## src/rtl/bdc_pkg.sv

```systemverilog
// ============================================================================
// bdc_pkg
// Shared types and constants of the de Casteljau Bezier evaluator.
// ============================================================================
package bdc_pkg;

	// Field widths of the item channel and the fraction width of t
	localparam int MODE_W = 2;
	localparam int T_W    = 17;
	localparam int FRAC_W = 16;

	// Depth of the path from a store read to the lerp write-back, also the drain between levels
	localparam int LERP_LAT = 3;

	// Item modes
	localparam logic [MODE_W-1:0] MODE_APPEND = 2'd0;
	localparam logic [MODE_W-1:0] MODE_CLEAR  = 2'd1;
	localparam logic [MODE_W-1:0] MODE_EVAL   = 2'd2;

	// Parameter value for 1.0
	localparam logic [T_W-1:0] T_ONE = 17'd65536;

	// Per-cycle control from the sequencer to each coordinate lane
	typedef struct packed {
		logic pt_we;   // write a control point
		logic rd_en;   // issue a store read
		logic rd_pt;   // read the point store, else the scratch store
		logic lerp;    // the read feeds the lerp chain
		logic first;   // first read of a level, loads the left operand only
	} lane_ctl_t;

	// Result handoff from the sequencer to the output register
	typedef struct packed {
		logic cap;     // result data is ready on the lane read ports
		logic empty;   // point list was empty
	} done_t;

endpackage

```

## src/rtl/bdc_lerp.sv

```systemverilog
// ============================================================================
// bdc_lerp
// Pipelined fixed-point lerp: res = a + ((b - a) * t >>> 16), with a tag.
// ============================================================================
module bdc_lerp #(
	parameter int COORD_WIDTH = 32,
	parameter int TAG_W       = 4
) (
	input  logic                          clk,
	input  logic                          arst_n,
	input  logic                          in_vld,
	input  logic signed [COORD_WIDTH-1:0] a,
	input  logic signed [COORD_WIDTH-1:0] b,
	input  logic [bdc_pkg::T_W-1:0]       t,
	input  logic [TAG_W-1:0]              in_tag,
	output logic                          out_vld,
	output logic signed [COORD_WIDTH-1:0] res,
	output logic [TAG_W-1:0]              out_tag
);
	import bdc_pkg::*;

	localparam int DW = COORD_WIDTH + 1;
	localparam int PW = DW + T_W + 1;

	logic                          vld_s1;
	logic                          vld_s2;
	logic signed [DW-1:0]          d_s1;
	logic signed [COORD_WIDTH-1:0] a_s1;
	logic [T_W-1:0]                t_s1;
	logic [TAG_W-1:0]              tag_s1;
	logic signed [PW-1:0]          prod_s2;
	logic signed [COORD_WIDTH-1:0] a_s2;
	logic [TAG_W-1:0]              tag_s2;
	logic signed [PW-1:0]          shifted;
	logic signed [PW-1:0]          sum;

	// Advance the valid bits
	always_ff @(posedge clk or negedge arst_n) begin
		if (!arst_n) begin
			vld_s1 <= 1'b0;
			vld_s2 <= 1'b0;
		end else begin
			vld_s1 <= in_vld;
			vld_s2 <= vld_s1;
		end
	end

	// Stage 1: difference; stage 2: product with t
	always_ff @(posedge clk) begin
		d_s1    <= DW'(b) - DW'(a);
		a_s1    <= a;
		t_s1    <= t;
		tag_s1  <= in_tag;
		prod_s2 <= d_s1 * $signed({1'b0, t_s1});
		a_s2    <= a_s1;
		tag_s2  <= tag_s1;
	end

	// Floor-scale the product and add the left operand; result lies between a and b for t up to 1.0
	assign shifted = prod_s2 >>> FRAC_W;
	assign sum     = PW'(a_s2) + shifted;
	assign res     = sum[COORD_WIDTH-1:0];
	assign out_vld = vld_s2;
	assign out_tag = tag_s2;

endmodule

```

## src/rtl/bdc_lane.sv

```systemverilog
// ============================================================================
// bdc_lane
// One coordinate: point store, scratch store and the lerp unit that reduces
// the scratch list one level at a time.
// ============================================================================
module bdc_lane #(
	parameter int COORD_WIDTH = 32,
	parameter int MAX_POINTS  = 16,
	parameter int AW          = $clog2(MAX_POINTS)
) (
	input  logic                          clk,
	input  logic                          arst_n,
	input  bdc_pkg::lane_ctl_t            ctl,
	input  logic [AW-1:0]                 pt_waddr,
	input  logic signed [COORD_WIDTH-1:0] pt_wdata,
	input  logic [AW-1:0]                 rd_addr,
	input  logic [AW-1:0]                 wr_addr,
	input  logic [bdc_pkg::T_W-1:0]       t,
	output logic signed [COORD_WIDTH-1:0] rdata
);
	import bdc_pkg::*;

	logic signed [COORD_WIDTH-1:0] pt_mem [MAX_POINTS];
	logic signed [COORD_WIDTH-1:0] sc_mem [MAX_POINTS];
	logic signed [COORD_WIDTH-1:0] pt_rd_q;
	logic signed [COORD_WIDTH-1:0] sc_rd_q;
	logic signed [COORD_WIDTH-1:0] prev_q;
	logic                          rd_pt_q;
	logic                          tag_vld_q;
	logic                          first_q;
	logic [AW-1:0]                 waddr_q;
	logic                          lerp_vld;
	logic signed [COORD_WIDTH-1:0] lerp_res;
	logic [AW-1:0]                 lerp_addr;

	// Write appended points
	always_ff @(posedge clk) begin
		if (ctl.pt_we) begin
			pt_mem[pt_waddr] <= pt_wdata;
		end
	end

	// Write lerp results back in place
	always_ff @(posedge clk) begin
		if (lerp_vld) begin
			sc_mem[lerp_addr] <= lerp_res;
		end
	end

	// Registered reads of both stores
	always_ff @(posedge clk) begin
		if (ctl.rd_en) begin
			pt_rd_q <= pt_mem[rd_addr];
			sc_rd_q <= sc_mem[rd_addr];
		end
	end

	// Track what the read data is for
	always_ff @(posedge clk or negedge arst_n) begin
		if (!arst_n) begin
			rd_pt_q   <= 1'b0;
			tag_vld_q <= 1'b0;
			first_q   <= 1'b0;
			waddr_q   <= '0;
		end else begin
			tag_vld_q <= ctl.rd_en & ctl.lerp;
			first_q   <= ctl.first;
			waddr_q   <= wr_addr;
			if (ctl.rd_en) begin
				rd_pt_q <= ctl.rd_pt;
			end
		end
	end

	assign rdata = rd_pt_q ? pt_rd_q : sc_rd_q;

	// Hold the left operand of the next lerp
	always_ff @(posedge clk) begin
		if (tag_vld_q) begin
			prev_q <= rdata;
		end
	end

	bdc_lerp #(
		.COORD_WIDTH (COORD_WIDTH),
		.TAG_W       (AW)
	) u_lerp (
		.clk     (clk),
		.arst_n  (arst_n),
		.in_vld  (tag_vld_q & ~first_q),
		.a       (prev_q),
		.b       (rdata),
		.t       (t),
		.in_tag  (waddr_q),
		.out_vld (lerp_vld),
		.res     (lerp_res),
		.out_tag (lerp_addr)
	);

endmodule

```

## config.mk

```make
export PLATFORM = sky130hd
export DESIGN_NAME = bdc_lane
export DESIGN_NICKNAME = d
export VERILOG_FILES = /design/src/rtl/bdc_pkg.sv /design/src/rtl/bdc_lerp.sv /design/src/rtl/bdc_lane.sv
export SDC_FILE = /design/constraint.sdc
export NUM_CORES = 2
export LEC_CHECK = 0
export BUFFER_PORTS_ARGS = -buffer_cell sky130_fd_sc_hd__buf_2
export CELL_PAD_IN_SITES_DETAIL_PLACEMENT = 0
export CELL_PAD_IN_SITES_GLOBAL_PLACEMENT = 1
export CORE_ASPECT_RATIO = 1.75
export CORE_MARGIN = 1.5
export CORE_UTILIZATION = 28
export DETAILED_ROUTE_END_ITERATION = 7
export GPL_TIMING_DRIVEN = 1
export PLACE_DENSITY_LB_ADDON = 0.1
export SYNTH_ARGS = -nofsm -noshare
export SYNTH_HDL_FRONTEND = slang
export SYNTH_SLANG_ARGS = --single-unit
```

## constraint.sdc

```tcl
create_clock -name clk -period 7.77 [get_ports clk]
set_clock_uncertainty 0.15 [all_clocks]
set_input_delay 1.554 -clock clk [delete_from_list [all_inputs] [get_ports clk]]
set_output_delay 1.554 -clock clk [all_outputs]
set_load 0.02 [all_outputs]
```

==> out/summary.txt <==
Num CTS Buffers - 145
CP max stage cell - dfxtp_1
Worst Setup End Kind - flip-flop
Clk slew on worst S/H paths - 0.07 ns
CP required - 8.26 ns
ANT nets after route - 0
F_max - 130 MHz
CP Cell Sequence - buf_4 -> nand2_1 -> fa_1 -> fa_1 -> fa_1 -> inv_1 -> fa_1 -> fa_1 -> inv_1 -> fa_1 -> inv_1 -> ha_1 -> nand4_1 -> o41ai_1 -> a21oi_1 -> a211oi_1 -> a221o_1 -> a31oi_1 -> xnor2_1
Number of global-route vias before repair - 40,100
Post-synthesis mux area share - 11.3%
First drt pass iteration count - 4
Top cells by area, synth - edfxtp_1 50%, fa_1 15%, mux4_2 11%, dfxtp_1 4.6%, inv_1 3.6%
Ys Warns - 0
CTS tree - yes
Mean Syn Cell Area - 15.5 um2
CP Buf/Inv Count - 4
Die Ht - 650 um
Routed WL - 195,000 um
Full die area - 242,000 um2
Max_slew headroom - 12.9%
Largest regs - pt_mem (512), sc_mem (512), u_lerp.d_s1 (33)
Post-synth ARST share - 0.701%
RSZ-0062 raised after global routing - false
Post-synth EDFFs - 1,120
CP dominant cell by count - fa_1
Synth Area in Adders - 18.7%
Gr ovfl total - 0
Initial antenna violation count - 13
FF-to-FF Start - u_lerp.t_s1[5]
GRT Util Overall - 16.3%
DP Wirelength - 130,000 um
Min-Delay Endpoint - u_lerp.a_s2[29]
Cell Rows - 237
Vias per inst - 4.57
P&R area growth vs syn - 14.2%
Share of cells above drive strength 1 - 17.8%
Hold WC Path Type - reg -> reg
IO buf count - 99
Setup CP Type - reg -> reg
Top-area cell type share of the netlist area - 50.2%
DRC violations left - 0
Hold_sp - u_lerp.a_s1[29]
Worst path top cell family by delay - adder cells
Worst-margin pin slew - 1.30 ns
IO Pins - 100
Setup crit start kind - flip-flop
Clock Sinks - 1,283
First-pass GRT wire length - 286,000 um
Reg-to-reg endpoint - u_lerp.prod_s2[42]
CP Data Arrival Time - 8.17 ns
Starting Density - 28.1%
Compound-Gate Fraction of Synth Area - 2.81%
Clock latency on the worst-skew pair - 0.79 ns
Final hold violation count - 0
Post-Synth XOR/XNOR Area - 1.26%
Placed cell areas - 71,900 um2
H-tree levels - 4
Status - finished, final reports clean
CTS root buf - clkbuf_16
Hold path cells - 0
GP Congestion - 0.788
Die X - 373 um
Final net count - 5,277
Min Tclk post-route - 7.68 ns
DR vias - 35,300
Setup slack, reg-to-reg - 0.09 ns
Clk buf depth - 4
Mapped Cells - 4,328
Cell Area, Synth - 67,000 um2
Setup TNS - 0 ns
Core ar. - 238,000 um2
Most common cell after layout, fill and taps aside - edfxtp_1
Post-CTS Setup Bufs - 0
Ys flop type - edfxtp_1
Area leader, netlist - edfxtp_1
Syn Nets - 5,085
DR iter-0 viols - 1,460
Fin. max-slew vios - 0
Yosys reg bits - 1,283
Final setup violation count - 0
Worst stage delay on the critical path - 0.80 ns
Part of the Yosys area used for sequential elements - 55.1%
Max Cap Viol - 0
Largest net degree at the start of global routing - 123
Design Area, Final - 76,500 um2
Worst reg2reg path depth - 19
Synth cell types - 75
Simple-gate portion of the synthesized area - 6.18%
WL/cell - 25.3 um
Largest family of logic cells by synthesized area - adder cells
Fin crit share - 98.8%
Most frequent cells in the layout - 1,120 x edfxtp_1, 649 x inv_1, 516 x fa_1
Crit path max fanout - 19
==> worst max path at each step <==
stage | endpoint | from | cells after the start | slack (ns)
after global routing | u_lerp.prod_s2[41] | u_lerp.t_s1[4] | 21 | 0.006
after global placement | u_lerp.prod_s2[41] | u_lerp.t_s1[4] | 21 | 0.13
final | u_lerp.prod_s2[42] | u_lerp.t_s1[5] | 19 | 0.09
after CTS | u_lerp.prod_s2[41] | u_lerp.t_s1[3] | 21 | 0.16
after detailed placement | u_lerp.prod_s2[46] | u_lerp.d_s1[7] | 23 | 0.18
after floorplan | u_lerp.prod_s2[41] | u_lerp.t_s1[9] | 20 | 1.95
==> per-stage QoR <==
step	std cells	util, %	worst slack (ns)	hold WS [ns]
2_1_floorplan	4328	-	1.95	0.160
3_3_place_gp	7480	30.2	0.129	0.161
3_5_place_dp	7480	30.2	0.179	0.162
4_1_cts	7727	32.1	0.155	0.160
5_1_grt	7728	32.1	0.00575	0.174
6_report	7732	32.1	0.0897	0.161
==> kinds of logic (layout without fill, tap and decap cells) <==
logic type	Yosys count	in the layout
xor+xnor	96	96
flops	1283	1283
fa+ha+maj	689	689
compound gates	281	281
mux	354	354
buf+inv	816	1108
simple gates	809	809
other cells	0	5
==> routing by layer <==
layer	global-route usage [%]	vias to the layer above	part of all wire, %
li1	-	15500	-
met1	18.6	19100	39
met2	31.6	470	56
met3	1.83	279	2.5
met4	4.63	12	2.7
met5	0	-	0.038
==> cells in the mapped netlist (23+ instances only) <==
cell and n:
a21o_1 31, a21oi_1 93, and2_1 321, buf_2 28, clkbuf_1 127, dfxtp_1 154, edfxtp_1 1120, fa_1 516
ha_1 173, inv_1 649, mux2_2 31, mux4_2 320, nand2_1 292, nor2_1 78, nor3_1 23, o21ai_0 40
xnor2_1 70, xor2_1 26
==> area by class of cell <==
cell class,count,area [um2]
clock inverters,69,823
clock buffers,178,3750
repair buffers,212,1460
fillers,23400,162000
diodes,5,12.5
well taps,3107,3890
multi-input cells,2229,27200
flip-flops and latches,1283,36900
inverters,649,2440
==> repair_timing <==
item / in CTS / in global routing
hold endpoints to repair: 0 / 0
hold buffers: 0 / 0
resized for setup: 0 / 1
endpoints found under the setup margin: 0 / 1
Power is left out: the tool's default activity adds up to more than one toggle a clock period on the data nets, which glitch-free logic cannot reach.
