File: src/rtl/bdc_pkg.sv
// ============================================================================
// bdc_pkg
// Shared types and constants of the de Casteljau Bezier evaluator.
// ============================================================================
package bdc_pkg;

	// Field widths of the item channel and the fraction width of t
	localparam int MODE_W = 2;
	localparam int T_W    = 17;
	localparam int FRAC_W = 16;

	// Depth of the path from a store read to the lerp write-back, also the drain between levels
	localparam int LERP_LAT = 3;

	// Item modes
	localparam logic [MODE_W-1:0] MODE_APPEND = 2'd0;
	localparam logic [MODE_W-1:0] MODE_CLEAR  = 2'd1;
	localparam logic [MODE_W-1:0] MODE_EVAL   = 2'd2;

	// Parameter value for 1.0
	localparam logic [T_W-1:0] T_ONE = 17'd65536;

	// Per-cycle control from the sequencer to each coordinate lane
	typedef struct packed {
		logic pt_we;   // write a control point
		logic rd_en;   // issue a store read
		logic rd_pt;   // read the point store, else the scratch store
		logic lerp;    // the read feeds the lerp chain
		logic first;   // first read of a level, loads the left operand only
	} lane_ctl_t;

	// Result handoff from the sequencer to the output register
	typedef struct packed {
		logic cap;     // result data is ready on the lane read ports
		logic empty;   // point list was empty
	} done_t;

endpackage

File: src/rtl/bdc_seq.sv
// ============================================================================
// bdc_seq
// Sequencer: keeps the point count, decodes items and walks the levels of
// the de Casteljau reduction, draining the lerp pipeline between levels.
// ============================================================================
module bdc_seq #(
	parameter int MAX_POINTS = 16,
	parameter int AW         = $clog2(MAX_POINTS)
) (
	input  logic                       clk,
	input  logic                       arst_n,
	input  logic                       in_vld,
	input  logic [bdc_pkg::MODE_W-1:0] mode,
	input  logic [bdc_pkg::T_W-1:0]    param_t,
	input  logic                       out_free,
	output logic                       in_rdy,
	output bdc_pkg::lane_ctl_t         ctl,
	output logic [AW-1:0]              pt_waddr,
	output logic [AW-1:0]              rd_addr,
	output logic [AW-1:0]              wr_addr,
	output logic [bdc_pkg::T_W-1:0]    t,
	output bdc_pkg::done_t             done
);
	import bdc_pkg::*;

	localparam int CNT_W = $clog2(MAX_POINTS + 1);
	localparam logic [CNT_W-1:0] CNT_MAX = CNT_W'(MAX_POINTS);
	localparam logic [1:0] DRAIN_LAST = 2'(LERP_LAT - 1);

	localparam logic [2:0] S_IDLE  = 3'd0;
	localparam logic [2:0] S_LVL   = 3'd1;
	localparam logic [2:0] S_DRAIN = 3'd2;
	localparam logic [2:0] S_FRD   = 3'd3;
	localparam logic [2:0] S_CAP   = 3'd4;

	logic [2:0]       state_q;
	logic [CNT_W-1:0] cnt_q;
	logic [AW-1:0]    lvl_q;
	logic [AW-1:0]    idx_q;
	logic [1:0]       drn_q;
	logic             first_lvl_q;
	logic             empty_q;
	logic [T_W-1:0]   t_q;
	logic             accept;
	logic             room;

	assign in_rdy   = (state_q == S_IDLE);
	assign accept   = in_vld && in_rdy;
	assign room     = (cnt_q < CNT_MAX);
	assign pt_waddr = cnt_q[AW-1:0];
	assign wr_addr  = idx_q - AW'(1);
	assign t        = t_q;
	assign done.cap   = (state_q == S_CAP);
	assign done.empty = empty_q;

	// Drive lane control for the current step
	always_comb begin
		ctl       = '0;
		rd_addr   = idx_q;
		ctl.pt_we = accept && (mode == MODE_APPEND) && room;
		case (state_q)
			S_LVL: begin
				ctl.rd_en = 1'b1;
				ctl.rd_pt = first_lvl_q;
				ctl.lerp  = 1'b1;
				ctl.first = (idx_q == '0);
			end
			S_FRD: begin
				ctl.rd_en = 1'b1;
				ctl.rd_pt = first_lvl_q;
				rd_addr   = '0;
			end
			default: begin
			end
		endcase
	end

	// Advance the sequencer
	always_ff @(posedge clk or negedge arst_n) begin
		if (!arst_n) begin
			state_q     <= S_IDLE;
			cnt_q       <= '0;
			lvl_q       <= '0;
			idx_q       <= '0;
			drn_q       <= '0;
			first_lvl_q <= 1'b0;
			empty_q     <= 1'b0;
			t_q         <= '0;
		end else begin
			case (state_q)
				S_IDLE: begin
					if (accept) begin
						case (mode)
							MODE_APPEND: begin
								if (room) begin
									cnt_q <= cnt_q + CNT_W'(1);
								end
							end
							MODE_CLEAR: begin
								cnt_q <= '0;
							end
							MODE_EVAL: begin
								t_q         <= (param_t > T_ONE) ? T_ONE : param_t;
								idx_q       <= '0;
								drn_q       <= '0;
								first_lvl_q <= 1'b1;
								lvl_q       <= AW'(cnt_q - CNT_W'(1));
								if (cnt_q == '0) begin
									empty_q <= 1'b1;
									state_q <= S_CAP;
								end else begin
									empty_q <= 1'b0;
									state_q <= (cnt_q == CNT_W'(1)) ? S_FRD : S_LVL;
								end
							end
							default: begin
							end
						endcase
					end
				end
				S_LVL: begin
					if (idx_q == lvl_q) begin
						lvl_q   <= lvl_q - AW'(1);
						idx_q   <= '0;
						drn_q   <= '0;
						state_q <= S_DRAIN;
					end else begin
						idx_q <= idx_q + AW'(1);
					end
				end
				S_DRAIN: begin
					if (drn_q == DRAIN_LAST) begin
						first_lvl_q <= 1'b0;
						state_q     <= (lvl_q == '0) ? S_FRD : S_LVL;
					end else begin
						drn_q <= drn_q + 2'd1;
					end
				end
				S_FRD: begin
					state_q <= S_CAP;
				end
				S_CAP: begin
					if (out_free) begin
						state_q <= S_IDLE;
					end
				end
				default: begin
					state_q <= S_IDLE;
				end
			endcase
		end
	end

	// Point count never passes capacity
	a_cnt_bound: assert property (@(posedge clk) disable iff (!arst_n)
		cnt_q <= CNT_MAX)
		else $error("point count above capacity");

	// A level walk never runs past its last index and never has level zero
	a_lvl_walk: assert property (@(posedge clk) disable iff (!arst_n)
		(state_q == S_LVL) |-> ((idx_q <= lvl_q) && (lvl_q != '0)))
		else $error("level walk out of range");

	// A finished result waits until the output register can take it
	a_cap_hold: assert property (@(posedge clk) disable iff (!arst_n)
		((state_q == S_CAP) && !out_free) |=> (state_q == S_CAP))
		else $error("result dropped while output busy");

	// Evaluation of an empty list goes straight to the result
	a_empty_path: assert property (@(posedge clk) disable iff (!arst_n)
		(accept && (mode == MODE_EVAL) && (cnt_q == '0)) |=> (done.cap && done.empty))
		else $error("empty evaluation not reported");

endmodule
File: config.mk
export PLATFORM = sky130hd
export DESIGN_NAME = bdc_seq
export DESIGN_NICKNAME = d
export VERILOG_FILES = /design/src/rtl/bdc_pkg.sv /design/src/rtl/bdc_seq.sv
export SDC_FILE = /design/constraint.sdc
export NUM_CORES = 1
export LEC_CHECK = 0
export BUFFER_PORTS_ARGS = -buffer_cell sky130_fd_sc_hd__buf_2
export CAP_MARGIN = 20
export CORE_AREA = 4 4 54 93
export DETAILED_ROUTE_END_ITERATION = 10
export DIE_AREA = 0 0 58 97
export PLACE_DENSITY = 0.77
export SYNTH_ARGS = -nofsm -noshare
export SYNTH_HDL_FRONTEND = slang
export SYNTH_SLANG_ARGS = --single-unit
export TNS_END_PERCENT = 30
File: constraint.sdc
create_clock -name clk -period 2.4 [get_ports clk]
set_clock_uncertainty 0.2 [all_clocks]
set_input_delay 0.12 -clock clk [delete_from_list [all_inputs] [get_ports clk]]
set_output_delay 0.12 -clock clk [all_outputs]
set_load 0.05 [all_outputs]
==> impl_metrics.ini <==
[status]
status = completed

[yosys]
yosysTopAreaCellShare_pct = 42.7
yosys.area.top_type = dfrtp_1
synth-edff-count = 0
ys_ff_latch = 37
synth_nets = 252
synthSimpleGateAreaFrac_pct = 20.5
yosysSeqAreaShare_pct = 42.7
async_flop_share_pct = 100
synth-compound-area-share_pct = 21.4
synth_area_um2 = 2170
synthCells = 221
synth_top_family_by_area = compound AO/OA/AOI/OAI gates
yosysWarnings = 0
synthMuxAreaShare_pct = 0.519
synth_ff_type = dfrtp_1
synth_fa_ha_area_share_pct = 4.61
syn_area_per_cell_um2 = 9.82
synth-xor-area-share_pct = 3.29
yosys-top-cells-area = dfrtp_1 43%, a22o_1 6.1%, ha_1 4.6%, nand2_1 2.9%, a21oi_1 2.5%
synth_cell_types = 52

[sta]
slew_viol_final = 0
worst_pin_slew_ps = 807
setup_viol = 0
clock.fmax_ghz = 0.440
fin_crit_sh_pct = 94.8
rsz0062_at_grt = false
finalWorstSetupSlack_ps = 126
slew-limit-headroom_pct = 46.2
hold_violations = 0
post-route-min-period_ps = 2270

[pwr]
power_leakage_nw = 1.30
power_density_nw_per_um2 = 1550
vdd_drop_max_v = 0.000924

[setup_path]
cp_data_arrival_time_ps = 1950
crit_required_ps = 2080
cp_max_fo = 11
rr_endpoint = lvl_q[2]
r2r_start = state_q[2]
critPathLaunchType = flip-flop
critPathKind = reg2out
reg2reg_depth = 7
end_kind = output port
reg2reg_slack_ps = 290

[route]
num_vias = 1954
vias_per_cell = 5.65
drt_iter0_markers = 54
postRouteWirelength_um = 5460
wl_per_cell_um = 15.8
drtPass1Iterations = 4
drc_errors = 0
ant_nets = 0

[finish]
fillers = 354
final_cells = 346
nNetsFinal = 325
drive_above_1_share_pct = 28.5
design_area_um2 = 2800
antennaDiodeCount = 0
area_growth_pct = 29.1

[clock_network]
clock_latency_ps = 290
tritoncts = done
cts_max_path_buffers = 2
cts_made_buffers = 5
cts_setup_buffers = 0
clock_sinks = 37
clock-root-buffer = clkbuf_8
clk_pin_slew_ps = 80
ctsHtreeMaxLevel = 2

[placement]
place_ws_ps = 322
globalplace.congestion = 0.846
placed_area_um2 = 2450
dp.cells = 315
numPortBuffers = 59
dpl.hpwl_um = 3810

[min_path]
hold_path_depth = 3
worstHoldPathType = in2reg
holdCritStartpoint = in_vld
whs_endpoint = cnt_q[2]

[grt]
grt_start_max_net_pins = 38
grt_pass1_wl_um = 9250
grt_usage_pct = 20.7
grt_pass1_vias = 2025
grt_remaining_overflow = 0
antenna_found_initial = 0

[floorplan]
initial_core_util_pct = 50.2
dieArea_um2 = 5630
io_pins = 60
fp.dieH_um = 97
rows = 32
die_w_um = 58
core_um2 = 4320

[run]
cap_violations = 0
through the flow:
stage	total power (W)	util, %	TNS [ps]	hold slack, ps
floorplan	0.00325	-	-423	-376
global placement	0.00372	56.8	0	57.9
detailed placement	0.00377	56.8	0	64.4
CTS	0.00436	64.8	0	32.7
global route	0.00460	64.8	0	38.8
finish	0.00434	64.8	0	42.1
worst max-delay path: stages (launching register included):
cell and delay, ps:
dfrtp_1 460, or3b_1 450, buf_4 200, nor4b_2 250
buf_2 300
worst max path at each step:
stage / end / from / slack (ps)
finish: ctl[0] / state_q[2] / 130
global route: ctl[0] / state_q[0] / 20
CTS: ctl[0] / state_q[0] / 120
detailed placement: lvl_q[2] / state_q[0] / 320
global placement: lvl_q[2] / state_q[0] / 380
floorplan: ctl[4] / state_q[2] / -290
placed cells by master (no fill, tap or decap), drive strengths merged, types with 2 or more instances in the layout:
cell,count
a32oi,2
nand3,3
nor4b,2
o211ai,3
o32ai,2
nor2,10
nor2b,2
nor4,7
a22o,15
and2,7
o22ai,3
nand3b,4
o311ai,2
inv,9
nand2b,6
o21ai,15
dlygate4sd3,23
a21oi,14
buf,64
ha,8
or4,2
o31ai,2
nand2,18
dfrtp,37
nor3,6
clkbuf,5
xor2,6
and3b,2
final cells by class:
| cell class | instances | area (um2) | share of cell area, % |
|---|---|---|---|
| Multi-Input combinational cell | 154 | 1100 | 39.2 |
| Timing Repair Buffer | 87 | 563 | 20.1 |
| Tap cell | 51 | 63.8 | 2.28 |
| Clock inverter | 3 | 46.3 | 1.65 |
| Inverter | 9 | 33.8 | 1.21 |
| Sequential cell | 37 | 926 | 33.1 |
| Clock buffer | 5 | 68.8 | 2.46 |
synth_stat cells (2+ instances only):
library cell	n
o31ai_1	2
nor2_1	10
a32oi_1	2
ha_1	8
buf_2	10
nor4_1	6
xor2_1	5
o21ai_1	5
o22ai_1	3
and2_1	7
o21ai_0	10
a22o_1	15
inv_1	8
and3b_1	2
a21oi_1	11
a21oi_2	3
nor4b_1	2
buf_4	6
nor3_1	5
nand3_1	3
nand3b_1	4
nand2b_1	6
clkbuf_1	4
nor2b_1	2
nand2_1	17
o211ai_1	3
dfrtp_1	37
sequential cells by signal (all words and copies together) (netlist names):
signal and count:
idx_q 4, state_q 3, drn_q 2, empty_q 1, first_lvl_q 1, cnt_q 5
t 17, lvl_q 4
logic make-up (layout without fill, tap and decap cells):
| logic type | count (synthesis) | in the layout |
|---|---|---|
| xor gates and xnor gates | 6 | 6 |
| adders and majority gates | 8 | 8 |
| and+or+nand+nor | 74 | 74 |
| AOI/OAI and AO/OA | 65 | 65 |
| muxes | 1 | 1 |
| DFF | 37 | 37 |
| buffers and inverters | 30 | 104 |
report_power, final:
part / total (W) / switching (W) / internal, W
clock: 0.000553 / 0.000242 / 0.000311
sequential: 0.00119 / 0.000310 / 0.000877
combinational: 0.00260 / 0.00182 / 0.000782
total: 0.00434 / 0.00237 / 0.00197
layer usage:
metal  up-vias  GRT usage [%]  share of wire (%)  routed length, um
li1        949              -                  -                  -
met1       952           22.1                 37               2040
met2        46           38.4                 57               3120
met3         7           4.27                4.0                220
met4         0           7.14                1.5                 82
met5         -              0                  0                  0
timing repair:
item	4_1_cts	5_1_grt
endpoints found under the setup margin	0	0
resized for setup	0	0
hold endpoints to repair	60	0
hold buffers	23	0
(Power assumes the default switching activity.)
